`src/rtl/ffha_pkg.sv`:
```
package ffha_pkg;

    // response status codes
    localparam logic [1:0] ST_OK       = 2'd0;
    localparam logic [1:0] ST_NOFIT    = 2'd1;
    localparam logic [1:0] ST_NOTFOUND = 2'd2;
    localparam logic [1:0] ST_ZERO     = 2'd3;

    // operation codes
    localparam logic CMD_ALLOC = 1'b0;
    localparam logic CMD_FREE  = 1'b1;

    // field widths
    localparam int REQ_W  = 13;
    localparam int ADDR_W = 12;

    // controller to datapath
    typedef struct packed {
        logic       accept;     // latch request payload
        logic       start;      // init heap if needed, reset walk, round request
        logic       rd_cur;     // read header at walk offset
        logic       capture;    // register header read data
        logic       advance;    // step walk to next block
        logic       rd_next;    // read header of following block
        logic       wr_alloc;   // mark current block used with new size
        logic       wr_rest;    // write split remainder header
        logic       wr_merge;   // write freed block, merged with next
        logic       wr_prev;    // grow previous free block
        logic       set_res;    // latch result
        logic [1:0] res_status;
        logic       load_out;   // move result to output register
    } ffha_cmd_t;

    // datapath to controller
    typedef struct packed {
        logic is_free;
        logic req_zero;
        logic inited;
        logic fits;
        logic match;
        logic cur_used;
        logic at_end;
        logic prev_free;
        logic out_free;
    } ffha_stat_t;

endpackage

```
`src/rtl/ffha_ctrl.sv`:
```
module ffha_ctrl import ffha_pkg::*;
(
    input  logic       clk,
    input  logic       rst_n,
    input  logic       in_valid,
    output logic       in_ready,
    input  ffha_stat_t stat,
    output ffha_cmd_t  ctl
);

    localparam logic [3:0] S_IDLE  = 4'd0;
    localparam logic [3:0] S_START = 4'd1;
    localparam logic [3:0] S_RD    = 4'd3;
    localparam logic [3:0] S_CAP   = 4'd4;
    localparam logic [3:0] S_EVAL  = 4'd5;
    localparam logic [3:0] S_WREST = 4'd6;
    localparam logic [3:0] S_MRG   = 4'd7;
    localparam logic [3:0] S_WPREV = 4'd8;
    localparam logic [3:0] S_RESP  = 4'd9;

    logic [3:0] state_reg, state_next;

    always_comb
    begin
        ctl        = '0;
        state_next = state_reg;
        in_ready   = 1'b0;
        case (state_reg)
            S_IDLE:
            begin
                in_ready = 1'b1;
                if (in_valid)
                begin
                    ctl.accept = 1'b1;
                    state_next = S_START;
                end
            end
            // reject early cases, else set up the walk
            S_START:
            begin
                if (!stat.is_free && stat.req_zero)
                begin
                    ctl.set_res    = 1'b1;
                    ctl.res_status = ST_ZERO;
                    state_next     = S_RESP;
                end
                else if (stat.is_free && !stat.inited)
                begin
                    ctl.set_res    = 1'b1;
                    ctl.res_status = ST_NOTFOUND;
                    state_next     = S_RESP;
                end
                else
                begin
                    ctl.start  = 1'b1;
                    state_next = S_RD;
                end
            end
            S_RD:
            begin
                ctl.rd_cur = 1'b1;
                state_next = S_CAP;
            end
            S_CAP:
            begin
                ctl.capture = 1'b1;
                state_next  = S_EVAL;
            end
            // decide on the current block
            S_EVAL:
            begin
                if (!stat.is_free && !stat.cur_used && stat.fits)
                begin
                    ctl.wr_alloc = 1'b1;
                    state_next   = S_WREST;
                end
                else if (stat.is_free && stat.match)
                begin
                    if (stat.cur_used)
                    begin
                        ctl.rd_next = 1'b1;
                        state_next  = S_MRG;
                    end
                    else
                    begin
                        ctl.set_res    = 1'b1;
                        ctl.res_status = ST_NOTFOUND;
                        state_next     = S_RESP;
                    end
                end
                else if (stat.at_end)
                begin
                    ctl.set_res    = 1'b1;
                    ctl.res_status = stat.is_free ? ST_NOTFOUND : ST_NOFIT;
                    state_next     = S_RESP;
                end
                else
                begin
                    ctl.advance = 1'b1;
                    state_next  = S_RD;
                end
            end
            S_WREST:
            begin
                ctl.wr_rest    = 1'b1;
                ctl.set_res    = 1'b1;
                ctl.res_status = ST_OK;
                state_next     = S_RESP;
            end
            S_MRG:
            begin
                ctl.wr_merge = 1'b1;
                if (stat.prev_free)
                begin
                    state_next = S_WPREV;
                end
                else
                begin
                    ctl.set_res    = 1'b1;
                    ctl.res_status = ST_OK;
                    state_next     = S_RESP;
                end
            end
            S_WPREV:
            begin
                ctl.wr_prev    = 1'b1;
                ctl.set_res    = 1'b1;
                ctl.res_status = ST_OK;
                state_next     = S_RESP;
            end
            S_RESP:
            begin
                if (stat.out_free)
                begin
                    ctl.load_out = 1'b1;
                    state_next   = S_IDLE;
                end
            end
            default:
            begin
                state_next = S_IDLE;
            end
        endcase
    end

    always_ff @(posedge clk or negedge rst_n)
    begin
        if (!rst_n)
        begin
            state_reg <= S_IDLE;
        end
        else
        begin
            state_reg <= state_next;
        end
    end

endmodule

```
`config.mk`:
```
export PLATFORM = sky130hd
export DESIGN_NAME = ffha_ctrl
export DESIGN_NICKNAME = d
export VERILOG_FILES = /design/src/rtl/ffha_pkg.sv /design/src/rtl/ffha_ctrl.sv
export SDC_FILE = /design/constraint.sdc
export NUM_CORES = 1
export LEC_CHECK = 0
export BUFFER_PORTS_ARGS = -buffer_cell sky130_fd_sc_hd__buf_2
export CAP_MARGIN = 20
export CORE_MARGIN = 4
export CORE_UTILIZATION = 29
export DETAILED_ROUTE_END_ITERATION = 6
export SYNTH_ARGS = -nofsm -noshare
export SYNTH_HDL_FRONTEND = slang
export SYNTH_SLANG_ARGS = --single-unit
```
`constraint.sdc`:
```
create_clock -name clk -period 1.9 [get_ports clk]
set_input_delay 0.095 -clock clk [delete_from_list [all_inputs] [get_ports clk]]
set_output_delay 0.095 -clock clk [all_outputs]
set_load 0.03 [all_outputs]
```
==> results.md, run 1 <==
- The flow ran to the end, and the final reports show no timing, DRC or antenna violations.
- The final worst-path cycle share is 96.33%.
- The clock-pin slew on the worst setup and hold paths is 40 ps.
- The number of buffers and inverters on the critical path is 1.
- The number of placed I/O pins is 27.
- For this run, the post-layout net count is 106.
- The count of buffers from port buffering is 26.
- After detailed routing, the number of vias per cell comes to 5.234.
- The arrival time reported for the critical path endpoint is 1740 ps.
- The post-layout minimum cycle time is 1830 ps.
- Of the post-synthesis cell area, the dominant cell type holds 22.60%.
- In this run the worst path has a maximum fanout of 2.
- The pin count of the biggest net entering global routing is 14.
- Summed over all failing endpoints, the final setup total negative slack is 0 ps.
- Summed over all nets, the half-perimeter wirelength after detailed placement is 1.024 mm.
- At the pin with the least slew margin, the transition time is 435.8 ps.
- Across the run, the number of max-cap violations was 0.
- Static timing analysis puts the maximum clock frequency at 546.4 MHz.
- The cell area that synthesis handed to floorplanning was 442.9 um2.
- Fill cells in the final layout number 144.
- The first-pass GRT wire length is 2.021 mm.
- The die height is 47.08 um.
- Counting along the longest clock path gives a buffer depth of 2.
- Of all flip-flops after synthesis, the portion carrying an async set or reset was 100.0%.
- Setup violations remaining at the end of the flow were counted as 0.
- The number of antenna diodes in the final layout is 0.
- The clock tree root buffer cell is clkbuf_4.
- The clock net sink count is 4.
- The number of global-route vias before repair is 496.
- The post-route antenna net violation count is 0.
- The number of slew-limit violations in the final report is 0.
- The worst slew margin relative to its limit is 70.88%.
- The most area-hungry cell type in the Yosys netlist is dfrtp_1.
- The clock latency on the worst-skew pair is 240 ps.
- The starting utilization of the core area is 32.42%.
- The number of design rule violations left after detail routing is 0.
- The smallest hold slack is 100.7 ps.
- TritonCTS built the clock tree.
- The total of warnings raised by yosys is 0.
- Setup repair after global routing could not meet its margin everywhere.
- The type of the worst setup path is flop to output pin.
- The clock arrives with 1.890 ps of skew.
- The share of the Yosys chip area taken by registers is 22.60%.
- The placeable core region is 1366 um2.
- For this run the aggregate overflow at the end of global routing stands at 0.
- By area the synthesized netlist is led by dfrtp_1, nor2_1, a21o_1, nor2b_1, nor4b_1.
- The gate family responsible for the most delay along the worst path is simple AND/OR/NAND/NOR gates.
- After synthesis the netlist holds a flip-flop and latch count of 4.
- The most common flop cell mapped by yosys is dfrtp_1.
- The count of flip-flops with a built-in enable after synthesis is 0.
- In this run the number of H-tree levels came out at 1.
- The path category of the worst min-delay check is input port to flop.
- In this run the core area contains 13 standard-cell rows.
- For this design, the slowest cell found on the critical path is or4b_4.
- STA classifies the critical path startpoint as a flop.
- The number of distinct library cells after synthesis is 29.
- The number of nets handed over by synthesis was 74.
- The number of failing hold endpoints at the final stage is 0.
- The final estimated routing congestion in global placement is 0.7619.
- In the final layout, the share of cells above drive strength 1 is 45.65%.
- In this run the static leakage power is 0.0003652 uW.
- The signal on the critical path passes through or4b_4 > a211oi_4 > a31oi_2 > nand2b_1 > buf_4.
- The layout overhead on the synthesized area is 52.82%.
- The number of flip-flops under the largest register name is 4.
- The data required time of the worst path is 1800 ps.
- Across the VDD grid, the largest voltage drop is 0.4887 mV.
- Buffers inserted during clock tree synthesis total 3.
- The pre-antenna-repair detailed-routing pass consisted of 4 iterations.
- The power density over the cells is 1466 nW/um2.
- The combined global-route utilization of all metal layers is 13.37%.
- The die covers 2217 um2.
- In this design, the stage delay of the slowest critical-path cell is 560 ps.
- The number of antenna violations at the first check in global routing is 0.
- The via total after detailed routing is 560.
- Measured along the x axis, the die boundary spans 47.08 um.
- The DRC violation total after the first TritonRoute iteration is 6.
- In the final routed layout, each cell accounts on average for 12.22 um.
- The routed wire length is 1.308 mm.
- The kind of capture point of the worst setup path is an output pin.
- The mean cell area of the mapped netlist is 7.144 um2.
- The synthesized instance count is 62.
==> cells by family after synthesis <==
group	after synthesis	synth area share, %
DFF	4	22.60
buffers and inverters	7	6.498
AOI/OAI and AO/OA	16	25.70
and+or+nand+nor	35	45.20
==> repair_timing <==
| item | in CTS | in global routing |
|---|---|---|
| setup buffers | 0 | 1 |
| hold buffers | 1 | 0 |
| resized for setup | 0 | 6 |
| hold endpoints to repair | 4 | 0 |
| pin swaps | 1 | 2 |
| endpoints found under the setup margin | 1 | 3 |
| cloned | 0 | 0 |
==> report_power, final <==
part	switching [uW]	internal, uW
combinational	451	299
sequential	16.0	120
clock	36.3	70.7
total	503	489
==> per-stage QoR <==
stage / cell area, um2 / util, % / setup WS [ps] / std cells / power [uW]
after detailed placement: 613.1 / 44.87 / 220.4 / 102 / 837.0
final: 676.9 / 49.54 / 69.76 / 107 / 992.3
after CTS: 645.6 / 47.25 / 7.960 / 106 / 951.1
after global routing: 676.9 / 49.54 / -22.83 / 107 / 1070
after global placement: 613.1 / 44.87 / 284.7 / 102 / 829.7
after floorplan: 455.4 / - / 85.23 / 62 / 650.1
==> cells in the mapped netlist (2+ instances only) <==
cell / count
clkbuf_1: 3
a21o_1: 3
nor2b_1: 3
nor3_1: 2
nor4b_1: 2
nand3_1: 2
a21oi_1: 3
buf_2: 2
inv_1: 2
and2_1: 2
a31oi_1: 2
nor2_1: 11
dfrtp_1: 4
nand2_1: 4
o22ai_1: 2
and3_1: 2
==> cell usage in the layout, fill, tap and decap left out <==
master	n
and3_1	2
a31oi_2	1
nor3_1	2
a21o_1	3
and2_1	2
a211oi_1	1
o22ai_1	2
nor3b_1	1
nand2_1	4
nor4b_1	1
clkbuf_4	3
buf_4	6
a31oi_1	1
a21oi_1	3
o211a_1	1
nand4bb_2	1
dlygate4sd3_1	1
a211oi_4	1
buf_2	25
and3b_1	1
nand2b_1	1
nand3_1	2
nor2_2	1
or3b_2	1
o21ai_0	1
nor2b_1	3
nor2_1	10
dfrtp_1	4
a22oi_1	1
or4b_4	1
inv_1	2
nor4_2	1
nor4b_2	1
a311oi_1	1
==> routing by layer <==
layer	wire length (um)	track usage (%)	vias up	share of wire, %
li1	-	-	286	-
met1	540	14.02	258	41
met2	686	22.76	12	52
met3	52	4.598	4	4.0
met4	29	8.287	0	2.2
met5	0	0	-	0
==> area by class of cell <==
class	count	area, um2	area share, %
sequential	4	100.1	14.79
tap	15	18.77	2.773
inverter	2	7.507	1.109
timing repair buffer	32	180.2	26.62
multi-input combinational	51	347.8	51.39
clock buffer	3	22.52	3.327
==> final timing paths <==
| check | from | to | slack [ps] | cells past startpoint |
|---|---|---|---|---|
| worst max register to register | state_reg[1] | state_reg[0] | 500 | 5 |
| max in group asynchronous | rst_n | state_reg[2] | 1590 | 2 |
| worst min-delay path | stat[0] | state_reg[0] | 100 | 2 |
| worst max-delay path | state_reg[2] | ctl[3] | 70 | 5 |
| min in group asynchronous | rst_n | state_reg[0] | 190 | 2 |
| worst min register to register | state_reg[3] | state_reg[2] | 610 | 2 |
(Power assumes the default switching activity.)
==> run 2, diff against run 1 <==
- CORE_AREA: unset -> 4 4 41 43
- CORE_MARGIN: 4 -> unset
- CORE_UTILIZATION: 29 -> unset
- DIE_AREA: unset -> 0 0 45 47
==> run 2 against run 1 <==
  * Flip-flop and latch count is the same
  * Worst setup slack improved by 10 ps
  * Register-to-register slack better by 20 ps
  * Sequential share of layout area down 0.054 points
  * Non-clock buffer count shrank 1
  * Via count grew 0.54%
  * Cell count is 0.93% lower
  * Critical path type unchanged
  * Highest routed layer unchanged
  * Critical endpoint unchanged
  * Clock skew rose by 6.3 ps
==> results.md, run 2 (synthesis gave the netlist of run 1 again) <==
- The clock tree root buffer cell is clkbuf_4.
- The DRC violation total after the first TritonRoute iteration is 4 (-2).
- The routed wire length came to 1.332 mm (+1.8%).
- The placeable core region is 1301 um2 (-4.8%).
- The via-per-instance ratio came to 5.311 (+1.5%).
- The maximum buffer depth of the clock tree is 2 (unchanged).
- The via total after detailed routing is 563 (+0.54%).
- The run finished with clean final reports.
- The clock net sink count is 4 (unchanged).
- The worst hold path terminates at state_reg[0].
- The setup TNS came to 0 ps (unchanged).
- Setup repair after global routing left no endpoint under its margin.
- The routed wire length per instance is 12.57 um (+2.8%).
- The final estimated routing congestion in global placement came to 0.7154 (-6.1%).
- The depth of the worst register-to-register path is 4 (-1).
- The final worst-path cycle share is 95.80% (-0.53 points).
- The reported leakage power is 0.0003621 uW (-0.85%).
- The layout overhead on the synthesized area is 53.39%.
- The final setup violation count is 0 (unchanged).
- The worst slew margin relative to its limit is 72.26% (+1.4 points).
- The arrival time reported for the critical path endpoint is 1730 ps (about the same).
- The worst hold path stage count came to 2 (unchanged).
- The number of iterations in the first detailed-routing pass is 4 (unchanged).
- The most common cell after layout, fill and taps aside is buf_2.
- The startpoint class of the critical path is a flop.
- The count of buffers from port buffering is 26 (unchanged).
- The first-pass GRT wire length is 2.270 mm (+12%).
- The type of the worst setup path is flop to output pin.
- The post-layout minimum cycle time is 1820 ps (-10.11 ps).
- The slew of the pin with the lowest slew margin came to 415.2 ps (-20.59 ps).
- The floorplan die area was 2115 um2 (-4.6%).
- The critical path starts at state_reg[3].
- The beginning of the worst hold path is stat[0].
- The placed instance area is 613.1 um2 (unchanged).
- The number of standard cells in the layout, taps in and fillers out is 106 (-0.93%).
- The kind of capture point of the worst setup path is an output pin.
- The floorplan row count is 13 (unchanged).
- The smallest hold slack is 72.37 ps (-28.30 ps).
- The die height is 47 um (-0.17%).
- The path category of the worst min-delay check is input port to flop.
- The total overflow reported by the global router is 0 (unchanged).
- The final instance area is 679.4 um2 (+0.37%).
- The post-route antenna net violation count is 0 (unchanged).
- The startpoint identified for the worst register-to-register timing path is state_reg[3].
- The highest clock frequency the design can meet is 549.4 MHz (+0.56%).
- The minimum setup slack among reg-to-reg paths was 520 ps (+20 ps).
- The net total in the final layout is 105 (-0.94%).
- The clock-pin slew on the worst setup and hold paths is 40 ps (about the same).
- The number of flip-flops under the largest register name is 4 (unchanged).
- The reg-to-reg endpoint is state_reg[3].
- The starting utilization of the core area is 34.04% (+1.6 points).
- The share of post-route cells with drive strength above 1 was 45.05% (-0.60 points).
- The post-route clock skew is 8.162 ps (+6.272 ps).
- The number of failing hold endpoints at the final stage is 0 (unchanged).
- The pin count of the biggest net entering global routing came to 14 (unchanged).
- The maximum level of the CTS H-tree is 1 (unchanged).
- TritonCTS built the clock tree.
- The count of placed standard cells including taps came to 102 (unchanged).
- The chip width was 45 um (-4.4%).
- The HPWL after detailed placement came to 1.013 mm (-1.1%).
- The power density over the cells came to 1453 nW/um2 (-0.91%).
- The number of antenna violations at the first check in global routing came to 0 (unchanged).
- The number of fill cells in the layout came to 135 (-6.3%).
- The clock latency on the worst-skew pair is 240 ps (about the same).
- The maximum fanout along the worst path is 4 (+2).
- The number of placed I/O pins came to 27 (unchanged).
- The number of maximum-capacitance violations is 0 (unchanged).
- The number of global-route vias before repair came to 522 (+5.2%).
- The combined global-route utilization of all metal layers came to 14.98% (+1.6 points).
- The number of diodes is 0 (unchanged).
- The post-CTS setup repair buffer count is 0 (unchanged).
- The library cells used most frequently in the layout, excluding fill and tap cells, are buf_2, nor2_1, buf_4.
- The number of design rule violations left after detail routing was 0 (unchanged).
- The number of slew-limit violations in the final report came to 0 (unchanged).
- The number of buffers inserted during clock tree synthesis is 3 (unchanged).
- The maximum vdd ir drop is 0.6670 mV (+36%).
- The data required time of the worst path is 1800 ps (about the same).
run 2: worst max-delay path, stage by stage (launching register included):
cell and delay (ps):
dfrtp_1 380, or4b_4 560, a211oi_4 210, a31oi_1 90, nand2b_1 90, buf_4 150
run 2: worst max path at each step:
stage / to / slack (ps) / depth (start not counted)
finish: ctl[3] / 80 / 5
detailed placement: ctl[3] / 230 / 5
CTS: ctl[3] / 8 / 5
global route: ctl[3] / 20 / 5
global placement: ctl[3] / 280 / 5
floorplan: ctl[3] / 90 / 4
run 2: repair_timing:
action / in CTS / in global routing
endpoints found under the hold margin: 4 / 0
hold buffers: 1 / 0
endpoints found under the setup margin: 1 / 3
cloned: 0 / 0
gates resized for setup: 2 / 4
pin swaps: 0 / 1
run 2: per-layer routing:
layer  share of wire [%]  GRT usage, %  vias to the layer above
met3                 4.7         2.299                        4
met2                  48         22.60                       18
met1                  45         19.50                      259
li1                    -             -                      282
met4                 2.1         10.53                        0
met5                   0             0                        -
run 2: area by class of cell:
type	instances	area, um2	share of cell area, %
inverter	2	7.507	1.105
sequential	4	100.1	14.73
clock buffer	3	22.52	3.315
multi-input combinational	51	357.8	52.67
tap	15	18.77	2.762
timing repair buffer	31	172.7	25.41
run 2: through the flow:
stage | power (uW) | util [%] | worst slack [ps]
global placement | 832.3 | 47.12 | 282.3
global route | 1068 | 52.21 | 21.82
finish | 986.9 | 52.21 | 79.87
CTS | 971.8 | 50.38 | 8.177
floorplan | 650.1 | - | 85.23
detailed placement | 833.0 | 47.12 | 231.6
run 2: power breakdown:
| group | switching [uW] | internal, uW | total [uW] |
|---|---|---|---|
| logic | 452 | 287 | 739 |
| registers | 19.2 | 120 | 139 |
| clock network | 37.6 | 70.9 | 108 |
==> run 3, diff against run 2 <==
- CORE_AREA: 4 4 41 43 -> unset
- CORE_MARGIN: unset -> 4
- CORE_UTILIZATION: unset -> 29
- DIE_AREA: 0 0 45 47 -> unset
- TNS_END_PERCENT: unset -> 20
==> run 3 against run 2 <==
  * Count of clock-buffer cells in the layout unchanged
  * Via count decreased by 3.2%
  * First-iteration DRC count increased to 5.0 times the previous value
  * Wire length decreased by 1.1%
  * Highest routed layer unchanged
==> results.md, run 3 (synthesis gave the netlist of run 1 again) <==
- The run finished with clean final reports.
- The total power draw is 953.9 uW (-3.3%).
- The count of buffers from port buffering is 26 (unchanged).
- The final setup violation count came to 0 (unchanged).
- The maximum level of the CTS H-tree is 1 (unchanged).
- The worst setup path is captured at an output pin.
- The startpoint class of the critical path is a flop.
- The die height is 47.08 um (+0.17%).
- The floorplan row count is 13 (unchanged).
- The via-per-instance ratio is 5.142 (-3.2%).
- The routed wire length per instance came to 12.42 um (-1.1%).
- The smallest setup slack after layout is 86.65 ps (+6.783 ps).
- The reported leakage power was 0.0003589 uW (-0.88%).
- The clock tree from TritonCTS is built.
- The final worst-path cycle share is 95.44% (-0.36 points).
- The final estimated routing congestion in global placement is 0.7155 (about the same).
- The via total after detailed routing was 545 (-3.2%).
- The share of post-route cells with drive strength above 1 is 42.86% (-2.2 points).
- The number of maximum-capacitance violations was 0 (unchanged).
- The number of placed I/O pins was 27 (unchanged).
- The number of iterations in the first detailed-routing pass is 4 (unchanged).
- The routed wire length is 1.317 mm (-1.1%).
- The setup TNS is 0 ps (unchanged).
- The post-route antenna net violation count came to 0 (unchanged).
- The maximum vdd ir drop was 0.5413 mV (-19%).
- The total overflow reported by the global router came to 0 (unchanged).
- The worst setup slack before clock tree synthesis is 269.6 ps (+37.98 ps).
- The placeable core region is 1366 um2 (+5.0%).
- The slew of the pin with the lowest slew margin is 475.1 ps (+59.85 ps).
- The post-route clock skew is 1.516 ps (-6.647 ps).
- The maximum buffer depth of the clock tree is 2 (unchanged).
- The combined global-route utilization of all metal layers is 12.98% (-2.0 points).
- The floorplan die area was 2217 um2 (+4.8%).
- The post-CTS setup repair buffer count is 0 (unchanged).
- The tree is rooted in a clkbuf_4.
- The clock latency on the worst-skew pair is 240 ps (about the same).
- The number of buffers inserted during clock tree synthesis is 3 (unchanged).
- The number of failing hold endpoints at the final stage is 0 (unchanged).
- The post-layout minimum cycle time was 1813 ps (-6.783 ps).
- The number of diodes is 0 (unchanged).
- The number of antenna violations at the first check in global routing is 0 (unchanged).
- The layout overhead on the synthesized area is 46.61%.
- The net total in the final layout was 105 (unchanged).
- The worst slew margin relative to its limit is 68.26% (-4.0 points).
- The HPWL after detailed placement is 974.5 um (-3.8%).
- The maximum fanout along the worst path is 11 (+7).
- The number of slew-limit violations in the final report is 0 (unchanged).
- In the layout the commonest cells are buf_2, nor2_1, buf_4.
- The type of the worst setup path is flop to output pin.
- The number of fill cells in the layout is 159 (+18%).
- The post-route core utilization is 47.53% (-4.7 points).
- The clock net sink count is 4 (unchanged).
- The most common cell after layout, fill and taps aside is buf_2.
- The number of global-route vias before repair is 464 (-11%).
- The number of flip-flops under the largest register name is 4 (unchanged).
- The clock-pin slew on the worst setup and hold paths was 40 ps (about the same).
- The starting utilization of the core area came to 32.42% (-1.6 points).
- The pin count of the biggest net entering global routing is 14 (unchanged).
- Setup repair after global routing left no endpoint under its margin.
- The data required time of the worst path came to 1800 ps (about the same).
- The highest clock frequency the design can meet is 551.5 MHz (+0.37%).
- The chip width is 47.08 um (+4.6%).
- The number of design rule violations left after detail routing is 0 (unchanged).
- The DRC violation total after the first TritonRoute iteration is 20 (+16).
- The path category of the worst min-delay check is input port to flop.
- The power density over the cells is 1469 nW/um2 (+1.1%).
- The arrival time reported for the critical path endpoint was 1720 ps (about the same).
- The first-pass GRT wire length is 1.973 mm (-13%).
-- run 3: path summary, 6_finish.rpt --
path	from	endpoint	slack, ps	cells after the start
worst max-delay path	state_reg[3]	ctl[2]	90	5
worst min-delay path	stat[0]	state_reg[0]	80	2
worst max register to register	state_reg[1]	state_reg[3]	540	4
worst min register to register	state_reg[2]	state_reg[1]	610	2
max in group asynchronous	rst_n	state_reg[2]	1600	2
min in group asynchronous	rst_n	state_reg[0]	180	2
-- run 3: cell type report --
type,count,area [um2],share of cell area [%]
clock buffers,3,22.52,3.468
inverters,2,7.507,1.156
multi-input cells,51,327.8,50.48
flip-flops and latches,4,100.1,15.41
well taps,15,18.77,2.890
repair buffers,31,172.7,26.59
-- run 3: repair_timing --
action	4_1_cts	5_1_grt
endpoints found under the hold margin	4	0
hold buffers	1	0
resized for setup	0	4
endpoints found under the setup margin	0	3
-- run 3: worst max-delay path, stage by stage (launching register included) --
cell       delay (ps)
dfrtp_1           370
buf_4             170
nand4bb_2         330
a211oi_1          260
a21o_1            150
buf_2             190
-- run 3: stage by stage --
stage	cell area [um2]	hold slack, ps	cells
floorplan	449.2	-200.6	62
finish	649.4	78.42	106
global placement	606.8	-97.38	102
global route	649.4	104.1	106
detailed placement	606.8	-96.92	102
CTS	639.4	74.09	106
-- run 3: metal layers --
layer	vias to the layer above	wire, um	track usage (%)
met5	-	0	0
met4	0	23	6.630
met3	4	48	5.747
met2	7	634	18.16
met1	246	610	16.74
li1	288	-	-
-- run 3: power by group --
part | total [uW] | leakage, uW | internal, uW | switching [uW]
registers | 137 | 0.0000521 | 120 | 17.3
logic | 706 | 0.000293 | 269 | 436
clock network | 111 | 0.0000138 | 71.0 | 40.2
total | 954 | 0.000359 | 460 | 494
